### src/design/pbpfm_pkg.sv
`timescale 1ns / 1ps
// ----------------------------------------------------------------------------
// pbpfm_pkg
// Shared types and constants for the page buffer pool frame manager.
// ----------------------------------------------------------------------------
package pbpfm_pkg;

  localparam int unsigned PoolSize = 16;
  localparam int unsigned PinBits  = 8;
  localparam int unsigned FrameW   = $clog2(PoolSize);
  localparam int unsigned CountW   = $clog2(PoolSize + 1);
  localparam logic [PinBits-1:0] PinMax = '1;
  localparam logic [31:0] NoPage  = 32'hFFFF_FFFF;
  localparam logic [31:0] IdLimit = 32'h8000_0000;

  localparam logic [2:0] ReqNew      = 3'd0;
  localparam logic [2:0] ReqFetch    = 3'd1;
  localparam logic [2:0] ReqUnpin    = 3'd2;
  localparam logic [2:0] ReqDelete   = 3'd3;
  localparam logic [2:0] ReqFlushOne = 3'd4;
  localparam logic [2:0] ReqFlushAll = 3'd5;

  localparam logic [2:0] StOk         = 3'd0;
  localparam logic [2:0] StNotFound   = 3'd1;
  localparam logic [2:0] StNoFrame    = 3'd2;
  localparam logic [2:0] StPinned     = 3'd3;
  localparam logic [2:0] StNotPinned  = 3'd4;
  localparam logic [2:0] StInvalid    = 3'd5;
  localparam logic [2:0] StOverflow   = 3'd6;

  localparam logic CfgInstCount = 1'b0;
  localparam logic CfgInstNum   = 1'b1;

  typedef struct packed {
    logic [2:0]         req_type;
    logic signed [31:0] page_id;
    logic               mark_dirty;
  } req_t;

  typedef struct packed {
    logic [2:0]         status;
    logic [3:0]         frame_index;
    logic signed [31:0] page_out;
    logic               writeback_valid;
    logic signed [31:0] writeback_page;
    logic               read_valid;
    logic               last;
  } rsp_t;

endpackage

### src/design/page_buffer_pool_frame_manager_unit.sv
`timescale 1ns / 1ps
// ----------------------------------------------------------------------------
// page_buffer_pool_frame_manager_unit
// Frame manager for a page buffer pool with FIFO free list and LRU victims.
//
// Request channel (req_*) carries one request per transfer; the response
// channel (rsp_*) returns one result per request, or for flush all one result
// per dirty frame followed by a closing result with last set.
// Frame state (page, pins, dirty) lives in a synchronous memory with a
// registered read port. Every request but flush all walks all frames, one
// read per cycle, to find the page; new or a fetch miss that takes a frame
// needs a second read, of the victim entry.
// Flush all reads and checks the frames one at a time; the closing result
// follows the last frame and any write-back results for dirty frames.
// Free list and LRU list are small register queues updated in one step.
// The block takes one request at a time; req_stall_o is high while busy.
// Results sit in an output register; while rsp_stall_i is high the result
// holds and the flush walk pauses.
// Reset empties all frames, fills the free list with frames 0..15 in order,
// empties the LRU list and loads next page id from instance_number (0).
// Configuration writes go straight to the registers; writing
// instance_number also reloads the next page id.
// ----------------------------------------------------------------------------
module page_buffer_pool_frame_manager_unit (
  input  logic                clk_i,
  input  logic                rst_ni,
  input  logic                req_valid_i,
  output logic                req_stall_o,
  input  pbpfm_pkg::req_t     req_data_i,
  output logic                rsp_valid_o,
  input  logic                rsp_stall_i,
  output pbpfm_pkg::rsp_t     rsp_data_o,
  input  logic                cfg_we_i,
  input  logic                cfg_idx_i,
  input  logic [7:0]          cfg_data_i
);
  import pbpfm_pkg::*;

  typedef enum logic [2:0] {S_IDLE, S_SCAN, S_VREAD, S_EXEC, S_FLUSH, S_OUT} state_e;

  localparam int unsigned EntW = 32 + PinBits + 1;

  state_e              state_q;
  logic [7:0]          icount_q;
  logic [31:0]         next_q;
  req_t                req_q;
  rsp_t                rsp_q;
  logic                rsp_v_q;

  logic [EntW-1:0]     mem [PoolSize];
  logic [EntW-1:0]     rd_q;
  logic [FrameW-1:0]   raddr_q, rfr_q;
  logic                rdv_q, raddr_done_q;
  logic                mem_we;
  logic [FrameW-1:0]   mem_wa;
  logic [EntW-1:0]     mem_wd;

  logic [PoolSize-1:0] init_q;
  logic [FrameW-1:0]   freeq_q [PoolSize];
  logic [CountW-1:0]   fcnt_q;
  logic [FrameW-1:0]   lru_q [PoolSize];
  logic [CountW-1:0]   lcnt_q;

  logic                hit_q;
  logic [FrameW-1:0]   hfr_q;
  logic [31:0]         hpg_q;
  logic [PinBits-1:0]  hpin_q;
  logic                hdirty_q;
  // victim entry (read for new/fetch miss)
  logic                vic_q;

  logic [31:0]         rpage;
  logic [PinBits-1:0]  rpins;
  logic                rdirty;
  logic                accept, rsp_go;

  assign rpage  = init_q[rfr_q] ? rd_q[EntW-1 -: 32] : NoPage;
  assign rpins  = init_q[rfr_q] ? rd_q[PinBits:1] : '0;
  assign rdirty = init_q[rfr_q] ? rd_q[0] : 1'b0;

  assign req_stall_o = (state_q != S_IDLE);
  assign accept      = req_valid_i && !req_stall_o;
  assign rsp_valid_o = rsp_v_q;
  assign rsp_data_o  = rsp_q;
  assign rsp_go      = rsp_v_q && !rsp_stall_i;

  always_ff @(posedge clk_i) begin
    if (mem_we) mem[mem_wa] <= mem_wd;
    rd_q <= mem[raddr_q];
  end

  function automatic rsp_t mk(logic [2:0] st, logic [FrameW-1:0] fr, logic [31:0] pg,
                              logic wbv, logic [31:0] wbp, logic rdv, logic lst);
    rsp_t r;
    r.status          = st;
    r.frame_index     = 4'(fr);
    r.page_out        = pg;
    r.writeback_valid = wbv;
    r.writeback_page  = wbv ? wbp : NoPage;
    r.read_valid      = rdv;
    r.last            = lst;
    return r;
  endfunction

  logic [32:0] nx_sum;
  assign nx_sum = {1'b0, next_q} + 33'(icount_q);

  always_ff @(posedge clk_i or negedge rst_ni) begin
    if (!rst_ni) begin
      state_q      <= S_IDLE;
      icount_q     <= 8'd1;
      next_q       <= '0;
      rsp_v_q      <= 1'b0;
      rdv_q        <= 1'b0;
      raddr_done_q <= 1'b0;
      raddr_q      <= '0;
      rfr_q        <= '0;
      init_q       <= '0;
      fcnt_q       <= CountW'(PoolSize);
      lcnt_q       <= '0;
      hit_q        <= 1'b0;
      vic_q        <= 1'b0;
      for (int i = 0; i < PoolSize; i++) begin
        freeq_q[i] <= FrameW'(i);
        lru_q[i]   <= '0;
      end
    end else begin
      if (cfg_we_i) begin
        if (cfg_idx_i == CfgInstCount) icount_q <= cfg_data_i;
        else next_q <= 32'(cfg_data_i);
      end
      if (mem_we) init_q[mem_wa] <= 1'b1;
      // rd_q always holds the entry at rfr_q
      rfr_q <= raddr_q;
      unique case (state_q)
        S_IDLE: begin
          if (accept) begin
            req_q        <= req_data_i;
            raddr_q      <= '0;
            rdv_q        <= 1'b0;
            raddr_done_q <= 1'b0;
            hit_q        <= 1'b0;
            vic_q        <= 1'b0;
            state_q      <= (req_data_i.req_type == ReqFlushAll) ? S_FLUSH : S_SCAN;
          end
        end
        S_SCAN: begin
          // stream reads, compare one per cycle
          rdv_q <= !raddr_done_q;
          if (!raddr_done_q) begin
            if (raddr_q == FrameW'(PoolSize - 1)) raddr_done_q <= 1'b1;
            else raddr_q <= raddr_q + 1'b1;
          end
          if (rdv_q && !hit_q && rpage == req_q.page_id) begin
            hit_q    <= 1'b1;
            hfr_q    <= rfr_q;
            hpg_q    <= rpage;
            hpin_q   <= rpins;
            hdirty_q <= rdirty;
          end
          if (raddr_done_q && rdv_q) state_q <= S_EXEC;
        end
        S_VREAD: begin
          rdv_q <= 1'b1;
          if (rdv_q) begin
            // victim read landed
            hfr_q    <= rfr_q;
            hpg_q    <= rpage;
            hdirty_q <= rdirty;
            state_q  <= S_EXEC;
          end
        end
        S_EXEC: begin
          exec_step();
        end
        S_FLUSH: begin
          if (rsp_go) begin
            rsp_v_q <= 1'b0;
          end else if (!rsp_v_q) begin
            if (raddr_done_q) begin
              rsp_q   <= mk(StOk, '0, NoPage, 1'b0, '0, 1'b0, 1'b1);
              rsp_v_q <= 1'b1;
              state_q <= S_OUT;
            end else if (rdv_q) begin
              if (rdirty && rpage != NoPage) begin
                rsp_q   <= mk(StOk, rfr_q, rpage, 1'b1, rpage, 1'b0, 1'b0);
                rsp_v_q <= 1'b1;
              end
              rdv_q <= 1'b0;
              if (raddr_q == FrameW'(PoolSize - 1)) raddr_done_q <= 1'b1;
              else raddr_q <= raddr_q + 1'b1;
            end else begin
              rdv_q <= 1'b1;
            end
          end
        end
        S_OUT: begin
          if (rsp_go) begin
            rsp_v_q <= 1'b0;
            state_q <= S_IDLE;
          end
        end
        default: state_q <= S_IDLE;
      endcase
    end
  end

  // Decision step; also arms the victim read for a frame allocation.
  task automatic exec_step();
    logic [2:0]  rt;
    logic [31:0] pg;
    logic        take;
    rt   = req_q.req_type;
    pg   = req_q.page_id;
    take = 1'b0;
    if (rt > ReqFlushAll) begin
      rsp_q <= mk(StInvalid, '0, pg, 1'b0, '0, 1'b0, 1'b1);
    end else if (rt != ReqNew && pg[31]) begin
      rsp_q <= mk(StInvalid, '0, pg, 1'b0, '0, 1'b0, 1'b1);
    end else if (vic_q) begin
      // victim loaded in hfr/hpg/hdirty; install the page
      rsp_q <= mk(StOk, hfr_q, (rt == ReqNew) ? next_q : pg,
                  hdirty_q && hpg_q != NoPage, hpg_q, rt == ReqFetch, 1'b1);
      if (rt == ReqNew) next_q <= nx_sum > {1'b0, IdLimit} ? IdLimit : nx_sum[31:0];
    end else if (rt == ReqFetch && hit_q) begin
      if (hpin_q == PinMax) rsp_q <= mk(StOverflow, hfr_q, pg, 1'b0, '0, 1'b0, 1'b1);
      else begin
        if (hpin_q == '0) lru_del(hfr_q);
        rsp_q <= mk(StOk, hfr_q, pg, 1'b0, '0, 1'b0, 1'b1);
      end
    end else if (rt == ReqNew || rt == ReqFetch) begin
      if (rt == ReqNew && next_q >= IdLimit) begin
        rsp_q <= mk(StOverflow, '0, NoPage, 1'b0, '0, 1'b0, 1'b1);
      end else if (fcnt_q == '0 && lcnt_q == '0) begin
        rsp_q <= mk(StNoFrame, '0, (rt == ReqNew) ? NoPage : pg, 1'b0, '0, 1'b0, 1'b1);
      end else begin
        if (fcnt_q != '0) begin
          raddr_q <= freeq_q[0];
          for (int i = 0; i < PoolSize - 1; i++) freeq_q[i] <= freeq_q[i + 1];
          fcnt_q <= fcnt_q - 1'b1;
        end else begin
          raddr_q <= lru_q[0];
          for (int i = 0; i < PoolSize - 1; i++) lru_q[i] <= lru_q[i + 1];
          lcnt_q <= lcnt_q - 1'b1;
        end
        vic_q <= 1'b1;
        rdv_q <= 1'b0;
        take  = 1'b1;
      end
    end else if (!hit_q) begin
      rsp_q <= mk((rt == ReqDelete) ? StOk : StNotFound, '0, pg, 1'b0, '0, 1'b0, 1'b1);
    end else if (rt == ReqUnpin) begin
      if (hpin_q == '0) rsp_q <= mk(StNotPinned, hfr_q, pg, 1'b0, '0, 1'b0, 1'b1);
      else begin
        if (hpin_q == PinBits'(1) && lcnt_q < CountW'(PoolSize)) begin
          lru_q[lcnt_q[FrameW-1:0]] <= hfr_q;
          lcnt_q <= lcnt_q + 1'b1;
        end
        rsp_q <= mk(StOk, hfr_q, pg, 1'b0, '0, 1'b0, 1'b1);
      end
    end else if (rt == ReqDelete) begin
      if (hpin_q != '0) rsp_q <= mk(StPinned, hfr_q, pg, 1'b0, '0, 1'b0, 1'b1);
      else begin
        lru_del(hfr_q);
        if (fcnt_q < CountW'(PoolSize)) begin
          freeq_q[fcnt_q[FrameW-1:0]] <= hfr_q;
          fcnt_q <= fcnt_q + 1'b1;
        end
        rsp_q <= mk(StOk, hfr_q, pg, hdirty_q, pg, 1'b0, 1'b1);
      end
    end else begin
      rsp_q <= mk(StOk, hfr_q, pg, 1'b1, pg, 1'b0, 1'b1);
    end
    if (take) begin
      state_q <= S_VREAD;
    end else begin
      state_q <= S_OUT;
      rsp_v_q <= 1'b1;
    end
  endtask

  task automatic lru_del(logic [FrameW-1:0] fr);
    logic              found;
    found = 1'b0;
    for (int i = 0; i < PoolSize - 1; i++) begin
      if (CountW'(i) < lcnt_q && lru_q[i] == fr) found = 1'b1;
      if (found) lru_q[i] <= lru_q[i + 1];
    end
    if (!found && lcnt_q == CountW'(PoolSize) && lru_q[PoolSize - 1] == fr) found = 1'b1;
    if (found) lcnt_q <= lcnt_q - 1'b1;
  endtask

  // Memory write-back of the modified entry.
  always_comb begin
    logic [2:0] rt;
    rt     = req_q.req_type;
    mem_we = 1'b0;
    mem_wa = hfr_q;
    mem_wd = {hpg_q, hpin_q, hdirty_q};
    if (state_q == S_FLUSH && !rsp_v_q && !raddr_done_q && rdv_q
        && rdirty && rpage != NoPage) begin
      mem_we = 1'b1;
      mem_wa = rfr_q;
      mem_wd = {rpage, rpins, 1'b0};
    end else if (state_q == S_EXEC && rt <= ReqFlushOne
                 && !(rt != ReqNew && req_q.page_id[31])) begin
      if (vic_q) begin
        mem_we = 1'b1;
        mem_wd = {((rt == ReqNew) ? next_q : 32'(req_q.page_id)), PinBits'(1), 1'b0};
      end else if (hit_q) begin
        case (rt)
          ReqFetch: if (hpin_q != PinMax) begin
            mem_we = 1'b1;
            mem_wd = {hpg_q, hpin_q + 1'b1, hdirty_q};
          end
          ReqUnpin: if (hpin_q != '0) begin
            mem_we = 1'b1;
            mem_wd = {hpg_q, hpin_q - 1'b1, hdirty_q | req_q.mark_dirty};
          end
          ReqDelete: if (hpin_q == '0) begin
            mem_we = 1'b1;
            mem_wd = {NoPage, PinBits'(0), 1'b0};
          end
          ReqFlushOne: begin
            mem_we = 1'b1;
            mem_wd = {hpg_q, hpin_q, 1'b0};
          end
          default: mem_we = 1'b0;
        endcase
      end
    end
  end

  a_busy_no_accept: assert property (@(posedge clk_i) disable iff (!rst_ni)
    state_q != S_IDLE |-> req_stall_o) else $error("accept while busy");
  a_fcnt_range: assert property (@(posedge clk_i) disable iff (!rst_ni)
    fcnt_q <= CountW'(PoolSize)) else $error("free count overflow");
  a_lcnt_range: assert property (@(posedge clk_i) disable iff (!rst_ni)
    lcnt_q <= CountW'(PoolSize)) else $error("lru count overflow");
  a_rsp_hold: assert property (@(posedge clk_i) disable iff (!rst_ni)
    rsp_v_q && rsp_stall_i |=> rsp_v_q && $stable(rsp_q)) else $error("result dropped");

endmodule
### config.mk
export PLATFORM = sky130hd
export DESIGN_NAME = page_buffer_pool_frame_manager_unit
export DESIGN_NICKNAME = d
export VERILOG_FILES = /design/src/design/pbpfm_pkg.sv /design/src/design/page_buffer_pool_frame_manager_unit.sv
export SDC_FILE = /design/constraint.sdc
export NUM_CORES = 2
export LEC_CHECK = 0
export BUFFER_PORTS_ARGS = -buffer_cell sky130_fd_sc_hd__buf_2
export CAP_MARGIN = 20
export CORE_ASPECT_RATIO = 0.7
export CORE_MARGIN = 2
export CORE_UTILIZATION = 39
export DETAILED_ROUTE_END_ITERATION = 10
export PLACE_DENSITY = 0.53
export SLEW_MARGIN = 20
export SYNTH_ARGS = -nofsm -noshare
export SYNTH_HDL_FRONTEND = slang
export SYNTH_SLANG_ARGS = --single-unit
### constraint.sdc
create_clock -name clk_i -period 6.95 [get_ports clk_i]
set_input_delay 0.695 -clock clk_i [delete_from_list [all_inputs] [get_ports clk_i]]
set_output_delay 0.695 -clock clk_i [all_outputs]
set_load 0.05 [all_outputs]
==> impl_results.rst <==
.. list-table::
   :header-rows: 1

   * - Metric
     - Value
   * - Outcome
     - finished, final reports clean
   * - Part of the total power dissipated in the clock network
     - 34.4%
   * - Capture endpoint of the worst hold path
     - req_q[14]$_DFFE_PP_
   * - Share of the clock period used by the worst path
     - 78.8%
   * - Combinational power share
     - 18.0%
   * - Power per cell area
     - 299 mW/mm^2
   * - Sequential area share after synthesis
     - 64.5%
   * - Post-Layout Inst Area
     - 0.0533 sq mm
   * - Post-synthesis async set-or-reset flop share
     - 19.8%
   * - Required time of the critical path
     - 7.28 ns
   * - Overall power after layout
     - 15.9 mW
   * - Number of vias per cell after detailed routing
     - 5.71
   * - Post-Syn Area per Cell
     - 13.8 sq um
   * - Die area
     - 0.124 sq mm
   * - Count of max-cap constraint violations
     - 0
   * - Initial core utilization
     - 39.5%
   * - Fillcell total
     - 10700
   * - Number of nets at the end of the flow
     - 3623
   * - Count of state elements after synthesis
     - 1062
   * - Static power due to leakage
     - 17.4 nW
   * - Worst-case vdd ir drop
     - 0.000227 V
   * - Post-CTS setup buffer count
     - 0
   * - Die span in x
     - 420 microns
   * - Pin count of the biggest net entering global routing
     - 158
   * - Achievable frequency
     - 183 MHz
   * - Slew at the pin closest to its max-slew limit
     - 1.07 ns
   * - Clock tree skew after final layout
     - 0.0572 ns
   * - Switching part of the total
     - 29.1%
   * - Number of clock sinks seen by CTS
     - 1062
   * - Endpoint type of the worst setup path
     - flip-flop
   * - Startpoint kind of the worst setup timing path
     - flip-flop
   * - Total setup violations reported at the end of the flow
     - 0
   * - Cell count after synthesis
     - 3437
   * - Post-DP Area
     - 0.0500 sq mm
   * - Wire length of the first global-routing pass
     - 200000 microns
   * - DRC viols
     - 0
   * - CTS clk-pin slew, worst paths
     - 0.07 ns
   * - Area added between synthesis and finish
     - 12.8%
   * - Num CTS Buffers
     - 101
   * - Hold-fix buffer count after cts
     - 1
   * - Worst setup path class
     - flip-flop to flip-flop
   * - Worst flop-to-flop path endpoint
     - hpg_q[29]$_DFFE_PP_
   * - Most common cell after layout, fill and taps aside
     - sky130_fd_sc_hd__edfxtp_1
   * - Class of the most critical hold timing path
     - input port to flip-flop
   * - Antenna Nets Post-Route
     - 0
   * - Post-detail-place hpwl
     - 89000 microns
   * - Pint
     - 11.3 mW
   * - Wire length reported by the detailed router
     - 136000 microns
   * - Die Span Y
     - 295 microns
   * - Total of buffers placed on input and output ports
     - 125
   * - CTS tree
     - yes
   * - Number of cells traversed by the worst hold path
     - 1
   * - # H-tree levels
     - 3
   * - Pre-CTS setup slack
     - 1.56 ns
   * - Average wire per standard cell
     - 25.8 microns
   * - Number of global-route vias before repair
     - 29000
   * - Latest clock arrival within the worst-skew pair
     - 0.73 ns
   * - Synth unique cells
     - 91
   * - Post-synthesis net count
     - 3510
   * - Cell count of the worst reg-to-reg path
     - 11
   * - Fraction of the core area covered by cells at the end of the flow
     - 44.5%
   * - Number of synthesized flops with an enable pin
     - 811
   * - Worst slew slack as a fraction of its limit
     - 28.4%
   * - Core box area
     - 0.120 sq mm
   * - Hold Vio Cnt, Final
     - 0
   * - Predominant post-synthesis flop cell
     - sky130_fd_sc_hd__edfxtp_1
   * - Net switching power
     - 4.63 mW
   * - Number of warnings reported in the yosys synthesis log
     - 0
   * - Top library cells by usage in the layout, fill and taps aside
     - sky130_fd_sc_hd__edfxtp_1, sky130_fd_sc_hd__nor2_1, sky130_fd_sc_hd__nand2_1, sky130_fd_sc_hd__o21ai_0, sky130_fd_sc_hd__mux4_2
   * - Congestion Overflow GR
     - 0
   * - Ports
     - 126
   * - Final weighted congestion in routability-driven placement
     - 0.944
   * - Internal reg-to-reg setup slack
     - 1.47 ns
   * - Fraction of layout instances using a drive strength above 1
     - 21.0%
   * - Total GRT Usage
     - 21.8%
   * - Post-cts gate resize count
     - 0
   * - Total negative slack for setup checks
     - 0 ns
   * - Total via count after detailed routing
     - 30000
   * - Cell at the root of the clock tree
     - sky130_fd_sc_hd__clkbuf_16
   * - Fraction of power consumed by sequential logic
     - 47.6%
   * - Std-Cell Rows
     - 106
   * - Post-Synthesis Cell Area
     - 0.0473 sq mm
   * - Clock buffer depth
     - 3
   * - Max Slew Vio Count
     - 0
   * - Initial antenna violation count
     - 3
   * - Shortest clock period the worst path allows after layout
     - 5.48 ns
   * - Final setup margin
     - 1.47 ns
   * - Largest fanout on the critical path
     - 37
   * - Crit path arrival time
     - 5.80 ns
   * - Detailed-router iteration count before antenna repair
     - 6
   * - Iter 0 DRT Violations
     - 3177
   * - Setup repair after global routing missed its margin
     - false
   * - Startpoint of the worst hold path
     - req_data_i[14]
   * - Critical register-to-register path startpoint
     - rfr_q[0]$_DFF_PN0_
cell type report:
class	instances	area [sq um]	area share [%]
Clock inverter	58	531	0.995
Tap cell	1620	2030	3.80
Timing Repair Buffer	204	1270	2.38
Sequential cell	1062	30500	57.2
Antenna cell	2	5.00	0.00939
Clock buffer	132	2730	5.13
Inverter	108	405	0.760
Multi-Input combinational cell	2073	15900	29.7
per-layer routing:
| metal | up-vias | global-route usage, % | part of all wire (%) |
|---|---|---|---|
| li1 | 13400 | - | - |
| met1 | 15300 | 33.0 | 46 |
| met2 | 1101 | 31.7 | 44 |
| met3 | 176 | 4.41 | 7.5 |
| met4 | 4 | 5.62 | 2.3 |
| met5 | - | 0 | 0.019 |
worst max-delay path by stage:
stage	start	end	slack [ns]	cells after the start
CTS	rfr_q[0]$_DFF_PN0_	hpg_q[29]$_DFFE_PP_	1.57	11
floorplan	fcnt_q[3]$_DFFE_PN0P_	rsp_data_o[0]$_SDFFCE_PN1P_	1.15	7
detailed placement	rfr_q[0]$_DFF_PN0_	hpg_q[13]$_DFFE_PP_	1.56	11
finish	rfr_q[0]$_DFF_PN0_	hpg_q[29]$_DFFE_PP_	1.47	11
global route	rfr_q[0]$_DFF_PN0_	hpg_q[29]$_DFFE_PP_	1.20	11
global placement	rfr_q[0]$_DFF_PN0_	hpg_q[14]$_DFFE_PP_	1.53	11
power by group through the flow:
stage / clock, mW / combinational (mW) / sequential (mW)
after global routing: 5.85 / 3.07 / 7.61
after detailed placement: 0 / 2.87 / 7.70
final: 5.49 / 2.86 / 7.58
after global placement: 0 / 2.87 / 7.71
after CTS: 5.61 / 2.88 / 7.57
after floorplan: 0 / 2.05 / 7.53
synth_stat cells, types with 23 or more instances:
library cell | instances | share of area [%]
sky130_fd_sc_hd__nand2_1 | 272 | 2.2
sky130_fd_sc_hd__o22ai_1 | 27 | 0.36
sky130_fd_sc_hd__dfstp_2 | 34 | 1.9
sky130_fd_sc_hd__edfxtp_1 | 811 | 52
sky130_fd_sc_hd__xnor2_1 | 58 | 1.1
sky130_fd_sc_hd__a22oi_1 | 59 | 0.94
sky130_fd_sc_hd__a31o_2 | 31 | 0.57
sky130_fd_sc_hd__nor2_1 | 337 | 2.7
sky130_fd_sc_hd__clkbuf_1 | 133 | 1.1
sky130_fd_sc_hd__nand3_1 | 42 | 0.44
sky130_fd_sc_hd__o211ai_1 | 41 | 0.65
sky130_fd_sc_hd__xor2_1 | 33 | 0.61
sky130_fd_sc_hd__o21ai_1 | 23 | 0.24
sky130_fd_sc_hd__mux2i_1 | 44 | 0.93
sky130_fd_sc_hd__a31oi_1 | 24 | 0.32
sky130_fd_sc_hd__mux2_2 | 39 | 0.93
sky130_fd_sc_hd__dfxtp_1 | 41 | 1.7
sky130_fd_sc_hd__o21ai_0 | 250 | 2.6
sky130_fd_sc_hd__nand4_1 | 40 | 0.53
sky130_fd_sc_hd__a21oi_1 | 194 | 2.1
sky130_fd_sc_hd__dfrtp_1 | 176 | 9.3
sky130_fd_sc_hd__mux4_2 | 210 | 10
sky130_fd_sc_hd__buf_1 | 31 | 0.25
sky130_fd_sc_hd__buf_2 | 28 | 0.30
sky130_fd_sc_hd__inv_1 | 104 | 0.83
sky130_fd_sc_hd__nor3_1 | 50 | 0.53
state kept, by name (all words and copies together), names as in the netlist, 3 cells and up:
name	cells
mem	656
hfr_q	4
lcnt_q	5
freeq_q	64
rd_q	41
rfr_q	4
icount_q	8
req_q	36
hpg_q	32
lru_q	64
rsp_data_o	74
fcnt_q	5
hpin_q	8
state_q	3
next_q	32
raddr_q	4
init_q	16
through the flow:
step / cells / hold slack, ns
floorplan: 3437 / 0.352
global placement: 5066 / 0.444
detailed placement: 5066 / 0.448
CTS: 5257 / 0.0906
global route: 5257 / 0.114
finish: 5259 / 0.141
cells by family after synthesis:
group / Yosys count / share of synthesized area (%)
XOR/XNOR: 91 / 1.69
multiplexers: 297 / 12.0
AND/OR/NAND/NOR: 886 / 8.51
adder cells (fa/ha/maj): 23 / 0.641
buffers and inverters: 302 / 2.48
AO/OA/AOI/OAI: 776 / 10.3
flip-flops: 1062 / 64.5
critical path: stages (launching register included):
cell	delay, ns
sky130_fd_sc_hd__dfrtp_1	0.54
sky130_fd_sc_hd__mux4_2	0.45
sky130_fd_sc_hd__mux2i_1	0.08
sky130_fd_sc_hd__mux2_2	0.54
sky130_fd_sc_hd__buf_4	0.32
sky130_fd_sc_hd__nor2_1	0.27
sky130_fd_sc_hd__o22ai_1	0.13
sky130_fd_sc_hd__or4_1	0.53
sky130_fd_sc_hd__nor4_1	0.28
sky130_fd_sc_hd__nand4_1	0.30
sky130_fd_sc_hd__nor2_1	0.74
sky130_fd_sc_hd__a41o_2	0.86
Note: power is estimated with default switching activity, not from simulation.
